File: src/cbsf_fifo.sv
// ----------------------------------------------------------------------------
// cbsf_fifo
// Small register based queue, first word fall through.
// ----------------------------------------------------------------------------
module cbsf_fifo #(
  parameter int WIDTH = 8,
  parameter int DEPTH = 4
) (
  input  logic             clk,
  input  logic             rst,
  input  logic             push,
  input  logic [WIDTH-1:0] din,
  output logic             full,
  input  logic             pop,
  output logic [WIDTH-1:0] dout,
  output logic             empty
);

  localparam int AW = (DEPTH > 1) ? $clog2(DEPTH) : 1;

  logic [WIDTH-1:0] mem [DEPTH];
  logic [AW-1:0]    wr_ptr;
  logic [AW-1:0]    rd_ptr;
  logic [AW:0]      count;
  logic             do_push;
  logic             do_pop;

  assign full    = (count == (AW+1)'(DEPTH));
  assign empty   = (count == '0);
  assign do_push = push && !full;
  assign do_pop  = pop && !empty;
  assign dout    = mem[rd_ptr];

  always_ff @(posedge clk) begin
    if (do_push) begin
      mem[wr_ptr] <= din;
    end
  end

  always_ff @(posedge clk) begin
    if (rst) begin
      wr_ptr <= '0;
      rd_ptr <= '0;
      count  <= '0;
    end else begin
      if (do_push) begin
        wr_ptr <= (wr_ptr == AW'(DEPTH - 1)) ? '0 : wr_ptr + 1'b1;
      end
      if (do_pop) begin
        rd_ptr <= (rd_ptr == AW'(DEPTH - 1)) ? '0 : rd_ptr + 1'b1;
      end
      case ({do_push, do_pop})
        2'b10:   count <= count + 1'b1;
        2'b01:   count <= count - 1'b1;
        default: count <= count;
      endcase
    end
  end

endmodule

File: config.mk
export PLATFORM = sky130hd
export DESIGN_NAME = cbsf_fifo
export DESIGN_NICKNAME = d
export VERILOG_FILES = /design/src/cbsf_fifo.sv
export SDC_FILE = /design/constraint.sdc
export NUM_CORES = 1
export LEC_CHECK = 0
export BUFFER_PORTS_ARGS = -buffer_cell sky130_fd_sc_hd__buf_2
export CAP_MARGIN = 20
export CORE_ASPECT_RATIO = 2
export CORE_UTILIZATION = 25
export CTS_BUF_LIST = sky130_fd_sc_hd__clkbuf_8
export CTS_CLUSTER_SIZE = 10
export DETAILED_ROUTE_END_ITERATION = 16
export PLACE_DENSITY = 0.52
export SYNTH_ARGS = -nofsm -noshare
export SYNTH_HDL_FRONTEND = slang
export SYNTH_SLANG_ARGS = --single-unit
export TNS_END_PERCENT = 5
File: constraint.sdc
create_clock -name clk -period 2.14 [get_ports clk]
set_input_delay 0 -clock clk [delete_from_list [all_inputs] [get_ports clk]]
set_output_delay 0 -clock clk [all_outputs]
set_load 0.05 [all_outputs]
==> results.sh <==
export IMPL_yosys_warnings=0
export IMPL_drc=0
export IMPL_wirelength_um=3010
export IMPL_synth_edf_count=32
export IMPL_ys_seq_area_share_pct=69.2
export IMPL_grt_usage_pct=9.84
export IMPL_cts_max_level=2
export IMPL_drive_above_1_share_pct=41.6
export IMPL_fin_ws_ps=51.2
export IMPL_antenna_cells=0
export IMPL_ys_top_cells_by_area="edfxtp_1 58%, dfxtp_1 11%, mux4_2 11%"
export IMPL_drv_slew=0
export IMPL_worst_ep_required_time_ps=2370
export IMPL_fin_worst_skew_ps=5.28
export IMPL_vias=918
export IMPL_timing_slew_headroom_pct=62.5
export IMPL_yosys_area_share_simple_pct=5.92
export IMPL_postRouteAntennaNets=0
export IMPL_outcome="completed"
export IMPL_fin_crit_ps=2090
export IMPL_core_area_mm2=0.00631
export IMPL_cts_tree="done"
export IMPL_synth_top_cell_by_area="edfxtp_1"
export IMPL_holdWs_ps=27.3
export IMPL_setup_viol=0
export IMPL_place_inst=204
export IMPL_via_per_inst=4.12
export IMPL_overflow=0
export IMPL_globalplace_congestion=0.811
export IMPL_antenna_found_initial=0
export IMPL_grt_max_degree=13
export IMPL_path_class="reg2reg"
export IMPL_power_leakage_nw=0.784
export IMPL_cts_reportedPaths_clkPinSlew_ps=70
export IMPL_async_flop_share_pct=0
export IMPL_final_setup_tns_ps=0
export IMPL_fmax_mhz=479
export IMPL_die_area_mm2=0.00694
export IMPL_hp_class="in2reg"
export IMPL_synth_mux_area_fraction_pct=11.5
export IMPL_dpl_hpwl_um=2180
export IMPL_synthAdderAreaFrac_pct=5.77
export IMPL_clock_latency_ps=300
export IMPL_ys_flop_type="edfxtp_1"
export IMPL_final_hold_viol_count=0
export IMPL_syn_area_per_cell_um2=17.2
export IMPL_power_density_mw_per_mm2=1170
export IMPL_first_pass_iters=4
export IMPL_root_buffer="clkbuf_8"
export IMPL_fp_dieH_um=117
export IMPL_io_buffer_count=21
export IMPL_area_growth_pct=27.3
export IMPL_cp_end_kind="register"
export IMPL_synth_top_family_by_area="multiplexers"
export IMPL_fp_row_count=41
export IMPL_grt_pass1_wl_um=4710
export IMPL_synthXorXnorAreaFrac_pct=1.06
export IMPL_drt_iter0_drc=38
export IMPL_grt_pass1_vias=967
export IMPL_yosys_cell_count_top_type="edfxtp_1"
export IMPL_clockBufferDepth=2
export IMPL_ios=22
export IMPL_synth_area_mm2=0.00165
export IMPL_synth_compound_area_share_pct=3.19
export IMPL_ys_types=27
export IMPL_crit_path_start_kind="register"
export IMPL_syn_num_nets=115
export IMPL_worstMarginPinSlew_ps=562
export IMPL_arrival_ps=2320
export IMPL_avgRoutedWirePerCell_um=13.5
export IMPL_synth_cells=96
export IMPL_fp_dieW_um=59.4
export IMPL_synth_seq_cells=41
export IMPL_fin_crit_sh_pct=97.6
export IMPL_path_max_fanout=2
export IMPL_cts_sinks=41
export IMPL_start_util_pct=26.1
export IMPL_vdd_drop_max_mv=0.390
export IMPL_drv_cap=0
export IMPL_pre_cts_ws_ps=17.8
export IMPL_synth_commonest_cells="32 x edfxtp_1, 9 x dfxtp_1, 8 x inv_1, 8 x mux4_2, 6 x ha_1"
export IMPL_final_core_util_pct=33.2
export IMPL_fin_cells=223
export IMPL_synth_top_cell_area_share_pct=58.3
export IMPL_cts_buffers=5
export IMPL_nets=155
-- worst max-delay path: stages (launching register included) --
cell	delay [ps]
dfxtp_2	320
or3b_4	380
and2_4	150
inv_2	60
ha_4	130
inv_2	40
fa_2	340
xor2_2	160
or3_4	330
a21oi_2	120
-- per-stage QoR --
stage / total power, mW / instance area [um^2]
floorplan: 1.72 / 1670
global placement: 1.90 / 1900
detailed placement: 1.94 / 1900
CTS: 2.45 / 2070
global route: 2.58 / 2100
finish: 2.44 / 2100
-- placed cells by master, fill, tap and decap left out, drive strengths merged --
cell type	n
nor2	4
and2	1
buf	28
clkinv	2
or3b	1
xor2	2
or3	2
edfxtp	32
o21ai	1
nand3	2
ha	6
clkbuf	5
inv	9
dlygate4sd3	9
nor3	2
dfxtp	9
mux2i	1
and3	4
fa	1
o31ai	2
mux4	8
nand2	1
a21oi	4
a21o	1
-- state kept, by name, indices dropped and copies added (netlist names), named ones only --
signal  count
rd_ptr      2
count       3
mem        32
wr_ptr      2
-- final timing paths --
path,startpoint,to,slack (ps),cells after the start
max,count[0]$_SDFFE_PP0P_,count[2]$_SDFFE_PP0P_,50,9
min,push,wr_ptr[1]$_SDFFE_PP0P_,30,3
max reg2reg,count[0]$_SDFFE_PP0P_,count[2]$_SDFFE_PP0P_,50,9
min reg2reg,rd_ptr[0]$_SDFFE_PP0P_,register,500,2
-- cells by family after synthesis --
family          Yosys count
compound gates            8
xor+xnor                  2
fa+ha+maj                 7
buf+inv                  12
flops                    41
mux                       9
simple gates             17
-- cell type report --
class / instances / area, um^2
fillers: 612 / 4210
repair buffers: 37 / 248
clock inverters: 3 / 13.8
flip-flops and latches: 41 / 1140
inverters: 8 / 30.0
multi-input cells: 43 / 485
clock buffers: 5 / 68.8
well taps: 86 / 108
-- layer usage --
metal  up-vias  global-route usage, %  wire length, um
met5         -                      0                0
met4         0                   6.19               75
met3         5                   3.30              145
met2        27                   18.7             1760
met1       449                   8.16             1040
li1        437                      -                -
-- power by group --
group | switching, mW | internal (mW) | total [mW]
registers | 0.0779 | 0.970 | 1.05
logic | 0.555 | 0.359 | 0.914
clock network | 0.261 | 0.221 | 0.482
-- what timing repair did --
action	CTS	global route
hold buffers	9	0
gates resized for setup	0	3
buffers inserted	0	2
endpoints found under the hold margin	39	0
setup endpoints to repair	0	1
No activity file was read; power rests on OpenSTA's default activity.
