`src/cbsf_pkg.sv`:
```
// ----------------------------------------------------------------------------
// cbsf_pkg
// Types and constants shared by the cluster bounding box size filter.
// ----------------------------------------------------------------------------
package cbsf_pkg;

  localparam int COORD_W    = 20;
  localparam int COUNT_W    = 16;
  localparam int POINTS_W   = 16;
  localparam int DIAG_W     = 21;
  localparam int CFG_IDX_W  = 2;
  localparam int CFG_DATA_W = 21;

  localparam int SQ_W      = 2 * COORD_W;
  localparam int SUM_W     = SQ_W + 2;
  localparam int LIM_SQ_W  = 2 * DIAG_W;
  localparam int CMP_W     = (SUM_W > LIM_SQ_W) ? SUM_W : LIM_SQ_W;

  localparam logic [COUNT_W-1:0] COUNT_MAX = '1;

  localparam logic [CFG_IDX_W-1:0] REG_MIN_POINTS   = 2'd0;
  localparam logic [CFG_IDX_W-1:0] REG_MAX_POINTS   = 2'd1;
  localparam logic [CFG_IDX_W-1:0] REG_MIN_DIAGONAL = 2'd2;
  localparam logic [CFG_IDX_W-1:0] REG_MAX_DIAGONAL = 2'd3;

  localparam logic [POINTS_W-1:0] MIN_POINTS_RST   = 16'd1;
  localparam logic [POINTS_W-1:0] MAX_POINTS_RST   = 16'hFFFF;
  localparam logic [DIAG_W-1:0]   MIN_DIAGONAL_RST = 21'd0;
  localparam logic [DIAG_W-1:0]   MAX_DIAGONAL_RST = 21'h1FFFFF;

  typedef struct packed {
    logic signed [COORD_W-1:0] x_coord;
    logic signed [COORD_W-1:0] y_coord;
    logic signed [COORD_W-1:0] z_coord;
    logic                      last_point;
  } point_t;

  typedef struct packed {
    logic signed [COORD_W-1:0] box_min_x;
    logic signed [COORD_W-1:0] box_min_y;
    logic signed [COORD_W-1:0] box_min_z;
    logic signed [COORD_W-1:0] box_max_x;
    logic signed [COORD_W-1:0] box_max_y;
    logic signed [COORD_W-1:0] box_max_z;
    logic [COUNT_W-1:0]        point_count;
    logic                      keep_cluster;
  } result_t;

  typedef struct packed {
    logic signed [COORD_W-1:0] min_x;
    logic signed [COORD_W-1:0] min_y;
    logic signed [COORD_W-1:0] min_z;
    logic signed [COORD_W-1:0] max_x;
    logic signed [COORD_W-1:0] max_y;
    logic signed [COORD_W-1:0] max_z;
    logic [COUNT_W-1:0]        count;
  } box_rec_t;

  typedef struct packed {
    logic                  wen;
    logic [CFG_IDX_W-1:0]  index;
    logic [CFG_DATA_W-1:0] data;
  } cfg_wr_t;

endpackage

```
`src/cbsf_front.sv`:
```
// ----------------------------------------------------------------------------
// cbsf_front
// Running box and saturating count; hands a finished cluster to the queue.
// ----------------------------------------------------------------------------
module cbsf_front
  import cbsf_pkg::*;
(
  input  logic     clk,
  input  logic     rst,
  input  logic     push,
  input  point_t   point,
  output logic     full,
  input  logic     q_full,
  output logic     q_push,
  output box_rec_t q_data
);

  logic                      mid_cluster;
  logic signed [COORD_W-1:0] run_min_x, run_min_y, run_min_z;
  logic signed [COORD_W-1:0] run_max_x, run_max_y, run_max_z;
  logic [COUNT_W-1:0]        run_count;
  box_rec_t                  box_next;
  logic                      accept;

  assign full   = q_full;
  assign accept = push && !q_full;

  always_comb begin
    if (!mid_cluster) begin
      box_next.min_x = point.x_coord;
      box_next.min_y = point.y_coord;
      box_next.min_z = point.z_coord;
      box_next.max_x = point.x_coord;
      box_next.max_y = point.y_coord;
      box_next.max_z = point.z_coord;
      box_next.count = COUNT_W'(1);
    end else begin
      box_next.min_x = (point.x_coord < run_min_x) ? point.x_coord : run_min_x;
      box_next.min_y = (point.y_coord < run_min_y) ? point.y_coord : run_min_y;
      box_next.min_z = (point.z_coord < run_min_z) ? point.z_coord : run_min_z;
      box_next.max_x = (point.x_coord > run_max_x) ? point.x_coord : run_max_x;
      box_next.max_y = (point.y_coord > run_max_y) ? point.y_coord : run_max_y;
      box_next.max_z = (point.z_coord > run_max_z) ? point.z_coord : run_max_z;
      box_next.count = (run_count == COUNT_MAX) ? run_count : run_count + 1'b1;
    end
  end

  assign q_push = accept && point.last_point;
  assign q_data = box_next;

  always_ff @(posedge clk) begin
    if (rst) begin
      mid_cluster <= 1'b0;
    end else if (accept) begin
      mid_cluster <= !point.last_point;
    end
  end

  always_ff @(posedge clk) begin
    if (accept) begin
      run_min_x <= box_next.min_x;
      run_min_y <= box_next.min_y;
      run_min_z <= box_next.min_z;
      run_max_x <= box_next.max_x;
      run_max_y <= box_next.max_y;
      run_max_z <= box_next.max_z;
      run_count <= box_next.count;
    end
  end

endmodule

```
`config.mk`:
```
export PLATFORM = sky130hd
export DESIGN_NAME = cbsf_front
export DESIGN_NICKNAME = d
export VERILOG_FILES = /design/src/cbsf_pkg.sv /design/src/cbsf_front.sv
export SDC_FILE = /design/constraint.sdc
export NUM_CORES = 1
export LEC_CHECK = 0
export ABC_CLOCK_PERIOD_IN_PS = 6650
export BUFFER_PORTS_ARGS = -buffer_cell sky130_fd_sc_hd__clkbuf_2
export CORE_MARGIN = 2
export CORE_UTILIZATION = 29
export CTS_CLUSTER_DIAMETER = 60
export CTS_CLUSTER_SIZE = 16
export DETAILED_ROUTE_END_ITERATION = 10
export GPL_ROUTABILITY_DRIVEN = 0
export GPL_TIMING_DRIVEN = 0
export PLACE_DENSITY = 0.52
export RECOVER_POWER = 25
export SYNTH_ARGS = -nofsm -noshare
export SYNTH_HDL_FRONTEND = slang
export SYNTH_SLANG_ARGS = --single-unit
```
`constraint.sdc`:
```
create_clock -name clk -period 6.65 [get_ports clk]
set_input_delay 0.3325 -clock clk [delete_from_list [all_inputs] [get_ports clk]]
set_output_delay 0.3325 -clock clk [all_outputs]
set_load 0.005 [all_outputs]
```
==> results.sh, run 1 <==
export IMPL_worst_clock_skew_ps=11.0
export IMPL_synthesized_nets=1725
export IMPL_cp_data_required_time_ps=6320
export IMPL_initial_utilization_pct=29.5
export IMPL_hpwl_reported_at_the_end_of_detailed_placement_um=35500
export IMPL_worst_pin_slew_ps=2290
export IMPL_clock_path_buffers=2
export IMPL_synth_top_cells_by_area="edfxtp_1 31%, ha_1 11%, a22oi_1 5.6%, inv_1 5.2%, a311oi_1 3.9%"
export IMPL_synth_avg_cell_area_um2=8.50
export IMPL_rows=77
export IMPL_io_buffers=202
export IMPL_setup_viol=0
export IMPL_yosysWarningCount=0
export IMPL_avgViaCountPerCell=5.55
export IMPL_cts_buffers=17
export IMPL_synth_async_sr_flop_share_pct=0
export IMPL_dominant_combinational_cell_family_by_area_after_synthesis="compound AO/OA/AOI/OAI gates"
export IMPL_globalRouteTotalUtil_pct=20.1
export IMPL_synthDistinctLibCells=57
export IMPL_drc=0
export IMPL_worst_ir_drop_vdd_v=0.000180
export IMPL_ratio_of_cells_with_drive_above_1_in_the_final_layout_pct=14.5
export IMPL_nNetsFinal=1952
export IMPL_netlist_area_um2=13100
export IMPL_rsz0062_at_grt="no"
export IMPL_drt_total_wl_um=47900
export IMPL_violations_in_the_final_reports="max-capacitance violations, max-slew violations"
export IMPL_insertion_delay_ps=500
export IMPL_area_growth_from_synthesis_to_layout_pct=18.0
export IMPL_slew_headroom_pct=-53.1
export IMPL_slew_viol_final=110
export IMPL_synth_xor_xnor_area_share_pct=0.735
export IMPL_yosys_area_share_simple_pct=19.1
export IMPL_clock_sinks=137
export IMPL_switchingPower_uw=1080
export IMPL_die_w_um=217
export IMPL_criticalPathCategory="reg -> out"
export IMPL_power_share_clock_pct=32.2
export IMPL_final_setup_worst_slack_ps=2280
export IMPL_flops_latches_synth=137
export IMPL_critPathCaptureType="output pin"
export IMPL_core_area_um2=44400
export IMPL_cellLeakagePower_uw=0.00640
export IMPL_grt_remaining_overflow=0
export IMPL_dp_slack_ps=2560
export IMPL_synthAdderAreaFrac_pct=11.3
export IMPL_post_route_min_period_ps=4370
export IMPL_grt_pass1_wl_um=73600
export IMPL_grt_start_max_net_pins=32
export IMPL_max_cap_viol_count=4
export IMPL_drt_initial_drc_count=1207
export IMPL_pwr_share_seq_pct=35.8
export IMPL_die_area_um2=46900
export IMPL_synth_area_leader_cell="edfxtp_1"
export IMPL_detail_route_first_pass_iterations=6
export IMPL_die_y_um=217
export IMPL_worstPathArrival_ps=4040
export IMPL_tritoncts="built"
export IMPL_power_report_internal_total_uw=1910
export IMPL_fin_area_um2=15500
export IMPL_power_combinational_fraction_pct=32.0
export IMPL_synth_edff_count=136
export IMPL_start_kind="register"
export IMPL_mux_cell_area_share_after_synthesis_pct=3.33
export IMPL_power_per_cell_area_nw_per_um2=193
export IMPL_status="finished with violations"
export IMPL_pin_count=203
export IMPL_postCtsResizedCells=0
export IMPL_placedInstanceArea_um2=15000
export IMPL_sw_frac_of_total_pct=36.2
export IMPL_antenna_violating_nets_post_route=0
export IMPL_worst_setup_hold_path_clk_slew_ps=60
export IMPL_ys_seq_area_share_pct=31.3
export IMPL_wl_per_cell_um=20.2
export IMPL_maximum_fanout_encountered_on_the_critical_timing_path=10
export IMPL_netlist_area_leader_share_pct=31.2
export IMPL_postSynthCellCount=1542
export IMPL_cts_htree_levels=4
export IMPL_initial_antenna_violation_count=1
export IMPL_fmax_mhz=229
export IMPL_timing_hold_violations_final=0
export IMPL_synth_flop_cell="edfxtp_1"
export IMPL_ctsRootBufferMaster="clkbuf_16"
export IMPL_post_synthesis_compound_gate_area_fraction_pct=25.3
export IMPL_hold_class="in -> reg"
export IMPL_first_global_vias=12700
export IMPL_fin_crit_sh_pct=65.7
export IMPL_dr_total_vias=13200
[synthesized netlist by cell type, types with 6 or more instances]
cell,count
o221ai_1,58
nand2_1,108
edfxtp_1,136
o21ai_1,25
a21o_1,14
xnor2_1,8
o21ai_0,38
clkbuf_1,99
mux2i_1,41
a221o_1,20
ha_1,118
a22oi_1,98
a21oi_1,70
nand4_1,23
a2bb2oi_1,19
a2111oi_0,20
a311oi_1,59
inv_1,180
nor2_1,44
nand3_1,71
nor3_1,67
nor2b_1,6
and2_1,66
buf_2,15
nand2b_1,67
[critical path, cell delays in order, from the launching register on]
cell,delay (ps)
dfxtp_1,510
clkbuf_1,650
clkbuf_1,590
buf_1,640
clkbuf_1,570
o221ai_1,370
clkbuf_2,200
[through the flow]
| stage | total power [uW] | hold WS, ps | instances | TNS, ps | util [%] |
|---|---|---|---|---|---|
| 3_5_place_dp | 2040 | 502 | 2341 | 0 | 33.7 |
| 6_report | 2990 | 135 | 2375 | 0 | 34.8 |
| 4_1_cts | 3030 | 91.3 | 2374 | 0 | 35.0 |
| 2_1_floorplan | 1660 | 412 | 1542 | 0 | - |
| 3_3_place_gp | 2030 | 506 | 2336 | -25880 | 33.5 |
| 5_1_grt | 3160 | 133 | 2374 | 0 | 34.8 |
[area by class of cell]
| type | instances | area, um2 |
|---|---|---|
| fillers | 4607 | 28900 |
| well taps | 592 | 741 |
| plain buffers | 123 | 503 |
| inverters | 180 | 676 |
| diodes | 1 | 2.50 |
| clock inverters | 14 | 125 |
| clock buffers | 18 | 429 |
| repair buffers | 208 | 1060 |
| multi-input cells | 1102 | 7830 |
| flip-flops and latches | 137 | 4100 |
[logic make-up (layout without fill, tap and decap cells)]
family,Yosys count,after routing
and+or+nand+nor,479,479
AOI/OAI and AO/OA,451,451
buffers and inverters,303,543
DFF,137,137
adders and majority gates,118,118
muxes,43,43
xor gates and xnor gates,11,11
other,0,1
[per-layer routing]
layer  track usage (%)  share of wire, %  vias to the layer above
met5                 0                 0                        -
met4              6.46               1.7                        0
met2              33.1                48                      504
met1              26.5                44                     6360
met3              3.85               6.6                       52
li1                  -                 -                     6272
[layout by cell type (no fill, tap or decap), types with 59 or more instances in the layout]
cell type and instances:
a311oi_1 59, and2_1 66, ha_1 118, nor3_1 67, nand3_1 71, a22oi_1 98, a21oi_1 70, edfxtp_1 136
nand2b_1 67, clkbuf_1 105, nand2_1 108, inv_1 180, clkbuf_2 201
[timing repair]
item | CTS | global route
hold buffers | 1 | 0
buffers inserted | 0 | 0
hold endpoints to repair | 1 | 0
[flip-flops by register name, indices dropped and copies added (netlist names)]
register,cells
run_max_x,20
run_max_y,20
run_max_z,20
run_min_x,20
run_min_y,20
run_min_z,20
run_count,16
mid_cluster,1
[power by group through the flow]
stage | Clock, uW | Combinational, uW | Sequential (uW)
2_1_floorplan | 0 | 583 | 1080
3_3_place_gp | 0 | 937 | 1090
3_5_place_dp | 0 | 958 | 1090
4_1_cts | 1000 | 963 | 1070
5_1_grt | 1020 | 1060 | 1080
6_report | 962 | 957 | 1070
[worst paths after layout]
check / cells past startpoint / start / slack (ps) / to
worst min-delay path: 3 / point[0] / 130 / mid_cluster$_SDFFE_PP0P_
worst min register to register: 1 / run_min_z[19]$_DFFE_PP_ / 630 / run_min_z[19]$_DFFE_PP_
worst max register to register: 5 / mid_cluster$_SDFFE_PP0P_ / 2980 / run_min_y[19]$_DFFE_PP_
worst max-delay path: 6 / mid_cluster$_SDFFE_PP0P_ / 2280 / q_data[115]
Power figures use the tool's default switching activity.
==> run 2, diff against run 1 <==
--- a/config.mk
+++ b/config.mk
@@ -5,7 +5,8 @@
 export SDC_FILE = /design/constraint.sdc
 export NUM_CORES = 1
 export LEC_CHECK = 0
-export ABC_CLOCK_PERIOD_IN_PS = 6650
+export ABC_AREA = 1
+export ABC_CLOCK_PERIOD_IN_PS = 3800
 export BUFFER_PORTS_ARGS = -buffer_cell sky130_fd_sc_hd__clkbuf_2
 export CORE_MARGIN = 2
 export CORE_UTILIZATION = 29
@@ -14,7 +15,7 @@
 export DETAILED_ROUTE_END_ITERATION = 10
 export GPL_ROUTABILITY_DRIVEN = 0
 export GPL_TIMING_DRIVEN = 0
-export PLACE_DENSITY = 0.52
+export PLACE_DENSITY = 0.53
 export RECOVER_POWER = 25
 export SYNTH_ARGS = -nofsm -noshare
 export SYNTH_HDL_FRONTEND = slang
==> constraint.sdc (replaced) <==
create_clock -name clk -period 3.8 [get_ports clk]
set_input_delay 0.19 -clock clk [delete_from_list [all_inputs] [get_ports clk]]
set_output_delay 0.19 -clock clk [all_outputs]
set_load 0.005 [all_outputs]
==> run 2 against run 1 <==
Worst hold slack worse by 35 ps. Non-clock buffer count is 80 lower. Combinational power is 2.9% lower. Highest routed layer unchanged. Cell count is 20% lower. Routed wire length is 40% lower. The run still ends with max-capacitance violations, max-slew violations left. First-iteration DRC count is 59% lower. Largest cell class unchanged.
==> results.sh, run 2 <==
export IMPL_maximum_fanout_encountered_on_the_critical_timing_path=29
export IMPL_mux_cell_area_share_after_synthesis_pct=0
export IMPL_post_synth_top_count_cell="nand2_1"
export IMPL_drt_total_wl_um=28700
export IMPL_post_route_min_period_ps=3070
export IMPL_hold_class="in -> reg"
export IMPL_postSynthCellCount=1203
export IMPL_rows=67
export IMPL_rsz0062_at_grt="no"
export IMPL_start_kind="input port"
export IMPL_most_frequent_cells_in_the_layout="412 x nand2_1, 202 x clkbuf_2, 189 x inv_1"
export IMPL_die_w_um=187
export IMPL_min_delay_worst_endpoint="run_min_y[3]$_DFFE_PP_"
export IMPL_die_y_um=187
export IMPL_avgViaCountPerCell=4.56
export IMPL_synthAdderAreaFrac_pct=15.2
export IMPL_max_cap_viol_count=3
export IMPL_synth_area_leader_cell="edfxtp_1"
export IMPL_yosysWarningCount=0
export IMPL_slew_headroom_pct=-25.5
export IMPL_post_place_cells=1858
export IMPL_diode_insertion_count_for_antenna_repair=0
export IMPL_worst_r2r_endpoint="run_min_x[4]$_DFFE_PP_"
export IMPL_grt_pass1_wl_um=45400
export IMPL_core_area_um2=33300
export IMPL_synth_avg_cell_area_um2=8.07
export IMPL_globalRouteTotalUtil_pct=16.5
export IMPL_dp_slack_ps=1210
export IMPL_worst_ir_drop_vdd_v=0.000317
export IMPL_fin_area_um2=11900
export IMPL_synthDistinctLibCells=31
export IMPL_hpwl_reported_at_the_end_of_detailed_placement_um=21400
export IMPL_cp_data_required_time_ps=3940
export IMPL_antenna_violating_nets_post_route=0
export IMPL_violations_in_the_final_reports="max-capacitance violations, max-slew violations"
export IMPL_die_area_um2=35000
export IMPL_hold_crit_start="point[24]"
export IMPL_slew_viol_final=78
export IMPL_insertion_delay_ps=450
export IMPL_fillCellCount=3531
export IMPL_netlist_area_leader_share_pct=42.1
export IMPL_fin_crit_sh_pct=80.7
export IMPL_synth_async_sr_flop_share_pct=0
export IMPL_hold_ws_ps=100
export IMPL_io_buffers=202
export IMPL_clock_sinks=137
export IMPL_synthTopCellsByCount="412 x nand2_1, 189 x inv_1, 136 x edfxtp_1"
export IMPL_worst_pin_slew_ps=1880
export IMPL_critPathCaptureType="register"
export IMPL_area_growth_from_synthesis_to_layout_pct=22.9
export IMPL_flops_latches_synth=137
export IMPL_wl_per_cell_um=15.2
export IMPL_yosys_area_share_simple_pct=27.6
export IMPL_post_synthesis_compound_gate_area_fraction_pct=4.34
export IMPL_initial_utilization_pct=29.2
export IMPL_ratio_of_cells_with_drive_above_1_in_the_final_layout_pct=18.8
export IMPL_layout_commonest_cell="nand2_1"
export IMPL_cts_htree_levels=4
export IMPL_final_setup_worst_slack_ps=732
export IMPL_ctsRootBufferMaster="clkbuf_16"
export IMPL_fmax_mhz=326
export IMPL_first_global_vias=8280
export IMPL_grt_start_max_net_pins=31
export IMPL_synth_edff_count=136
export IMPL_timing_reg2reg_setup_slack_ps=1390
export IMPL_setup_viol=0
export IMPL_dr_total_vias=8627
export IMPL_status="finished with violations"
export IMPL_placedInstanceArea_um2=11400
export IMPL_power_per_cell_area_nw_per_um2=379
export IMPL_synth_flop_cell="edfxtp_1"
export IMPL_grt_remaining_overflow=0
export IMPL_worst_clock_skew_ps=8.84
export IMPL_worst_r2r_path_depth=10
export IMPL_synthesized_nets=1386
export IMPL_drc=0
export IMPL_total_power_uw=4530
export IMPL_final_cells=1891
export IMPL_min_path_cells=3
export IMPL_ys_seq_area_share_pct=42.3
export IMPL_synth_top_cells_by_area="edfxtp_1 42%, nand2_1 16%, ha_1 15%, inv_1 7.3%, nand3_1 4.7%"
export IMPL_drt_initial_drc_count=500
export IMPL_cts_buffers=17
export IMPL_cellLeakagePower_uw=0.00625
export IMPL_postCtsSetupRepairBufs=0
export IMPL_dominant_combinational_cell_family_by_area_after_synthesis="simple AND/OR/NAND/NOR gates"
export IMPL_worst_setup_hold_path_clk_slew_ps=70
export IMPL_timing_hold_violations_final=0
export IMPL_detail_route_first_pass_iterations=5
export IMPL_criticalPathCategory="in -> reg"
export IMPL_worstPathArrival_ps=3210
export IMPL_postCtsResizedCells=0
export IMPL_nNetsFinal=1613
export IMPL_tritoncts="built"
export IMPL_clock_path_buffers=2
export IMPL_pin_count=203
export IMPL_synth_xor_xnor_area_share_pct=0.812
export IMPL_reg2reg_from="run_min_x[19]$_DFFE_PP_"
export IMPL_netlist_area_um2=9710
export IMPL_initial_antenna_violation_count=0
==> run 2: timing repair <==
action	in CTS	in global routing
hold endpoints to repair	1	0
hold buffers	1	0
endpoints found under the setup margin	0	0
==> run 2: cell families (layout without fill, tap and decap cells) <==
| logic type | count (synthesis) | count (layout) |
|---|---|---|
| AOI/OAI and AO/OA | 79 | 79 |
| xor gates and xnor gates | 9 | 9 |
| adders and majority gates | 118 | 118 |
| buffers and inverters | 233 | 473 |
| DFF | 137 | 137 |
| and+or+nand+nor | 627 | 627 |
==> run 2: final cells by class <==
cell class,instances,area [um2],area share (%)
Buffer,43,240,2.01
Multi-Input combinational cell,833,4650,39.0
Sequential cell,137,4100,34.4
Timing Repair Buffer,208,1060,8.85
Clock buffer,18,429,3.60
Clock inverter,14,174,1.46
Inverter,190,713,5.98
Tap cell,448,561,4.70
==> run 2: stage by stage <==
stage,utilization [%],setup TNS (ps)
6_report,35.9,0
5_1_grt,35.9,0
4_1_cts,36.1,0
3_5_place_dp,34.2,0
3_3_place_gp,33.9,-30020
2_1_floorplan,-,0
==> run 2: worst max-delay path, stage by stage <==
cell and delay, ps:
clkbuf_2 80, inv_1 40, nor2_1 1160, clkbuf_1 1420, buf_12 290
==> run 2: how the worst max path moves through the flow <==
stage,start,slack [ps],endpoint
final,push,730,run_max_x[12]$_DFFE_PP_
after global placement,q_full,-230,run_count[4]$_DFFE_PP_
after floorplan,push,1130,run_count[0]$_DFFE_PP_
after CTS,mid_cluster$_SDFFE_PP0P_,710,q_data[120]
after detailed placement,mid_cluster$_SDFFE_PP0P_,1210,q_data[120]
after global routing,q_full,480,run_min_x[14]$_DFFE_PP_
==> run 2: power breakdown <==
group	internal (uW)	total, uW	switching, uW	leakage (uW)
Clock	1040	1790	753	0.000283
Sequential	1770	1810	39.5	0.00129
Combinational	329	929	601	0.00468
==> run 2: per-layer routing <==
layer  GRT usage (%)  share of wire [%]
met5               0                  0
met2            26.5                 45
met3            4.03                5.3
met1            22.6                 48
met4            3.54               0.70
